`config.mk`:
```
export PLATFORM = sky130hd
export DESIGN_NAME = rau_ctrl
export DESIGN_NICKNAME = d
export VERILOG_FILES = /design/src/design/rau_pkg.sv /design/src/design/rau_ctrl.sv
export SDC_FILE = /design/constraint.sdc
export NUM_CORES = 1
export LEC_CHECK = 0
export CAP_MARGIN = 15
export CORE_UTILIZATION = 38
export CTS_CLUSTER_DIAMETER = 150
export DETAILED_ROUTE_END_ITERATION = 12
export DONT_BUFFER_PORTS = 1
export GPL_ROUTABILITY_DRIVEN = 0
export GPL_TIMING_DRIVEN = 0
export MAX_ROUTING_LAYER = met4
export PLACE_DENSITY = 0.58
export SLEW_MARGIN = 5
export SYNTH_ARGS = -nofsm -noshare
export SYNTH_HDL_FRONTEND = slang
export SYNTH_SLANG_ARGS = --single-unit
```
`constraint.sdc`:
```
create_clock -name i_clk -period 1.35 [get_ports i_clk]
set_input_delay 0.3375 -clock i_clk [delete_from_list [all_inputs] [get_ports i_clk]]
set_output_delay 0.3375 -clock i_clk [all_outputs]
set_load 0.01 [all_outputs]
```
`src/design/rau_pkg.sv`:
```
package rau_pkg;

    localparam int OPERAND_WIDTH_DEF = 32;
    localparam int RES_NUM_W = 64;
    localparam int RES_DEN_W = 63;
    localparam int MAG_W     = 64;

    // operation codes
    localparam logic [2:0] CMD_ADD = 3'd0;
    localparam logic [2:0] CMD_SUB = 3'd1;
    localparam logic [2:0] CMD_MUL = 3'd2;
    localparam logic [2:0] CMD_DIV = 3'd3;
    localparam logic [2:0] CMD_CMP = 3'd4;

    // controller to datapath
    typedef struct packed {
        logic load;      // capture operands
        logic mul_lo;    // first product pair
        logic mul_hi;    // second product pair
        logic combine;   // form numerator/denominator magnitudes
        logic gcd_step;  // one Euclid remainder bit step
        logic gcd_swap;  // finish one remainder
        logic div_init;  // start exact divisions
        logic div_step;  // one quotient bit
        logic finish;    // write result register
    } t_ctl;

    // datapath to controller
    typedef struct packed {
        logic err;
        logic is_cmp;
        logic y_zero;
        logic rem_done;
        logic div_done;
    } t_sts;

endpackage

```
`src/design/rau_ctrl.sv`:
```
module rau_ctrl (
    input  logic          i_clk,
    input  logic          i_rst_n,
    input  logic          i_start,
    input  logic          i_out_free,
    input  rau_pkg::t_sts i_sts,
    output rau_pkg::t_ctl o_ctl,
    output logic          o_busy
);
    import rau_pkg::*;

    typedef enum logic [7:0] {
        S_IDLE = 8'b0000_0001,
        S_MUL0 = 8'b0000_0010,
        S_MUL1 = 8'b0000_0100,
        S_COMB = 8'b0000_1000,
        S_GCD  = 8'b0001_0000,
        S_DINI = 8'b0010_0000,
        S_DIV  = 8'b0100_0000,
        S_DONE = 8'b1000_0000
    } t_state;

    t_state r_state, n_state;

    // next state
    always_comb begin
        n_state = r_state;
        case (r_state)
            S_IDLE: if (i_start) n_state = S_MUL0;
            S_MUL0: n_state = S_MUL1;
            S_MUL1: n_state = (i_sts.err || i_sts.is_cmp) ? S_DONE : S_COMB;
            S_COMB: n_state = S_GCD;
            S_GCD:  if (i_sts.y_zero) n_state = S_DINI;
            S_DINI: n_state = S_DIV;
            S_DIV:  if (i_sts.div_done) n_state = S_DONE;
            S_DONE: if (i_out_free) n_state = S_IDLE;
            default: n_state = S_IDLE;
        endcase
    end

    always_ff @(posedge i_clk) begin
        if (!i_rst_n) r_state <= S_IDLE;
        else          r_state <= n_state;
    end

    // commands
    always_comb begin
        o_ctl          = '0;
        o_ctl.load     = (r_state == S_IDLE) && i_start;
        o_ctl.mul_lo   = (r_state == S_MUL0);
        o_ctl.mul_hi   = (r_state == S_MUL1);
        o_ctl.combine  = (r_state == S_COMB);
        o_ctl.gcd_step = (r_state == S_GCD) && !i_sts.y_zero && !i_sts.rem_done;
        o_ctl.gcd_swap = (r_state == S_GCD) && !i_sts.y_zero && i_sts.rem_done;
        o_ctl.div_init = (r_state == S_DINI);
        o_ctl.div_step = (r_state == S_DIV) && !i_sts.div_done;
        o_ctl.finish   = (r_state == S_DONE) && i_out_free;
    end

    assign o_busy = (r_state != S_IDLE);

endmodule

```
==> impl_summary.md <==
STA
The final cycle utilization of the critical path is 128%. The final critical-path required period is 1.73 ns. The maximum clock skew at final layout is 0.00564 ns. For the pin with the worst max-slew slack, the measured transition is 0.319 ns. Setup repair after global routing could not meet its margin everywhere. The number of pins with negative max-slew slack in the final report is 0.

The number of endpoints with negative hold slack in the final report is 0. The least setup slack across all paths after layout is -0.376 ns. The final sum of negative setup slack is -2.77 ns. Headroom to the max-slew limit came out at 78.6%.

The final-report setup violation count is 13. The achievable clock frequency is 0.580 GHz.

Setup path
Setup slack on the worst reg-to-reg path comes out at -0.05 ns. The cell type of the slowest stage on the worst timing path is dfxtp_4. The kind of cell adding the most delay to the critical path is simple AND/OR/NAND/NOR gates. The biggest fanout along the worst timing path is 5. STA classifies the critical path startpoint as a flip-flop. Counting both buffers and inverters, the worst setup path holds a total of 0. The category of the critical setup timing path is reg2out. The stage delay of the slowest cell on the critical path is 0.38 ns. Traced cell by cell, the critical path runs through nor4b_4 -> nand3_2 -> nor2_4 -> and2_4.

For the worst setup path, the data arrival time is 1.39 ns. The worst setup path is captured at an output pin. STA puts the critical path data required time at 1.01 ns.

Global route
The first-pass GRT wire length is 2280 um. The number of global-route vias before repair is 505. The global router's overall resource usage is 23.4%. The largest net degree at the start of global routing is 10. Global routing finished with a remaining overflow of 0. The initial antenna violation count is 0.

Synthesis
The area share of xor/xnor cells in the synthesized design is 3.23%. The synthesized netlist devotes 16.4% of its cell area to compound gates. Counting flops and latches in the post-synthesis netlist gives 8.

The count of warnings emitted by yosys is 0. Synthesis produced a netlist with a net count of 75. After Yosys synthesis, and, or, nand and nor cells account for 45.0% of the synthesized area. The arithmetic-cell share of the synthesized area counting full adders, half adders and majority gates is 0%. By area, the combinational part of the netlist is dominated by simple AND/OR/NAND/NOR gates.

The cell count after synthesis came out at 66. The post-synth design cell area is 542 sq um. The count of different cell masters after synthesis is 35. Multiplexer cells account for 0% of the synthesized area.

Of the synthesized area, sequential elements account for 29.6%. The post-synthesis average cell area is 8.21 sq um.

Detailed routing
The via-per-instance ratio is 5.91. The number of iterations in the first detailed-routing pass is 4. The post-detailed-route count of antenna-violating nets is 0.

The iteration-0 DRC count of the detailed router is 13. For this run, design rule violations remaining after detail routing come to 0. The via total after detailed routing is 532.

The total wire length after detailed routing is 1620 um. The routed wirelength normalized by instance count is 17.9 um.

Finish
In the final layout, the registers with the most flip-flops are r_state: 8 flops. After routing the design area is 816 sq um. After filler insertion, the fill cell instance count of the layout stands at 115. The number of flip-flops in the largest register is 8. The total area of multi-input combinational cells is 493 sq um. Across the whole layout, storage elements account for 185 sq um. The fraction of final layout cells with drive strength greater than 1 is 62.7%. 0 antenna diodes ended up in the layout.

The register with the most flip-flops is r_state. The number of nets in the finished design is 86. From synthesis to final layout, the design area changed by 50.6%.

Clock network
The deepest clock path buffer count is 2. The CTS tree is yes. The worst-skew pair later-pin latency is 0.26 ns. The clock transition at the register clock pins on the worst setup and hold paths after CTS is 0.06 ns. In this run the number of H-tree levels came out at 1. The clock buffer count from CTS is 3. The CTS sink count is 8. The cell chosen for the clock root is clkbuf_4.

Run
Across the run, the number of max-cap violations was 0.

Pwr
The maximum VDD drop is 0.840 mV. Dividing total power by cell area gives a power density of 1120 mW/mm^2. The post-layout total power is 0.918 mW. The leakage power total is 0.295 nW.

Die
The floorplan step set the die height to 39.8 um. The boundary pin count is 19. The floorplan step defined a core boundary enclosing 0.00132 sq mm. The die outline area is 0.00158 sq mm. Once the floorplan was initialized, standard cells occupied 41.1% of the core. After floorplanning, the core was divided into 13 placement rows. The die outline width is 39.8 um.

Status
The run finished, with violations left. The checks that failed: setup timing.

Place
Buffers placed on the I/O ports in this run total 0. In this run the cell area measured after placement is 596 sq um. The HPWL after detailed placement is 928 um.

Hold path
The class of the most critical hold timing path is in2reg.
## area by class of cell
cell class | count | share of cell area [%]
Clock buffer | 3 | 2.76
Inverter | 4 | 1.99
Tap cell | 15 | 2.30
Timing Repair Buffer | 9 | 9.82
Sequential cell | 8 | 22.7
Multi-Input combinational cell | 51 | 60.4
## layer usage
metal,track usage (%),wire [um],vias up
met2,39.8,873,16
met1,26.5,656,247
li1,-,-,265
met3,5.68,65,4
met4,7.76,19,0
met5,-,0,-
## path summary, 6_finish.rpt
| check | from | cells after the start | endpoint |
|---|---|---|---|
| min | i_rst_n | 1 | r_state[6] |
| max reg2reg | r_state[3] | 5 | r_state[2] |
| max | r_state[3] | 4 | o_ctl[3] |
| min reg2reg | r_state[0] | 3 | r_state[7] |
## where the power goes
part           internal [mW]  switching, mW
Combinational          0.196          0.210
Clock                  0.102         0.0899
Sequential             0.261         0.0576
## timing repair
action / CTS / global route
hold buffers: 0 / 0
endpoints found under the setup margin: 15 / 15
cloned: 0 / 0
pin swaps: 15 / 6
buffers inserted: 9 / 0
gates resized for setup: 26 / 12
## worst reg2reg max path, cell delays in order (launching register included)
cell	delay [ns]
dfxtp_4	0.38
nor4_4	0.35
nand4_1	0.21
buf_4	0.19
o211ai_4	0.09
nor4b_2	0.07
## cells in the mapped netlist (all sizes together)
cell	count	area, sq um
nand4b	1	8.76
nor4	1	21.3
a21boi	1	7.51
nor3	4	20.0
and2	1	6.26
o21a	3	22.5
inv	3	11.3
and4	2	18.8
and3	1	6.26
xnor2	1	8.76
nor2	13	51.3
nand4bb	1	11.3
nand3	4	20.0
clkinv	1	5.00
o41ai	1	16.3
clkbuf	1	5.00
nor4b	2	23.8
o22ai	1	6.26
nand2b	1	6.26
dfxtp	8	160
a31oi	1	6.26
o211ai	2	20.0
xor2	1	8.76
nor2b	1	6.26
buf	2	10.0
nand2	2	7.51
and4b	1	10.0
nor3b	1	7.51
nand4	2	18.8
o21ai	2	10.0
## metrics by stage
stage | setup WS [ns] | util (%) | hold WS, ns | instances
2_1_floorplan | -0.0456 | - | 0.455 | 66
3_3_place_gp | -0.152 | 45.2 | 0.459 | 81
3_5_place_dp | -0.166 | 45.2 | 0.459 | 81
4_1_cts | -0.351 | 58.3 | 0.190 | 90
5_1_grt | -0.397 | 61.9 | 0.196 | 90
6_report | -0.376 | 61.9 | 0.197 | 90
## placed cells by master (no fill, tap or decap), types with 2 or more instances in the layout
cell type,synthesis,layout
buf_4,0,8
clkbuf_4,0,3
dfxtp_2,0,2
dfxtp_4,0,6
inv_1,3,3
nand2_1,2,2
nand3_1,4,2
nand3_2,0,2
nor2_1,12,7
nor2_2,1,2
nor2_4,0,4
nor3_2,0,2
nor3_4,0,2
o21a_1,3,3
## cell families after synthesis
logic type / count (synthesis)
AOI/OAI and AO/OA: 11
xor gates and xnor gates: 2
buffers and inverters: 7
DFF: 8
and+or+nand+nor: 38
(Power assumes the default switching activity.)
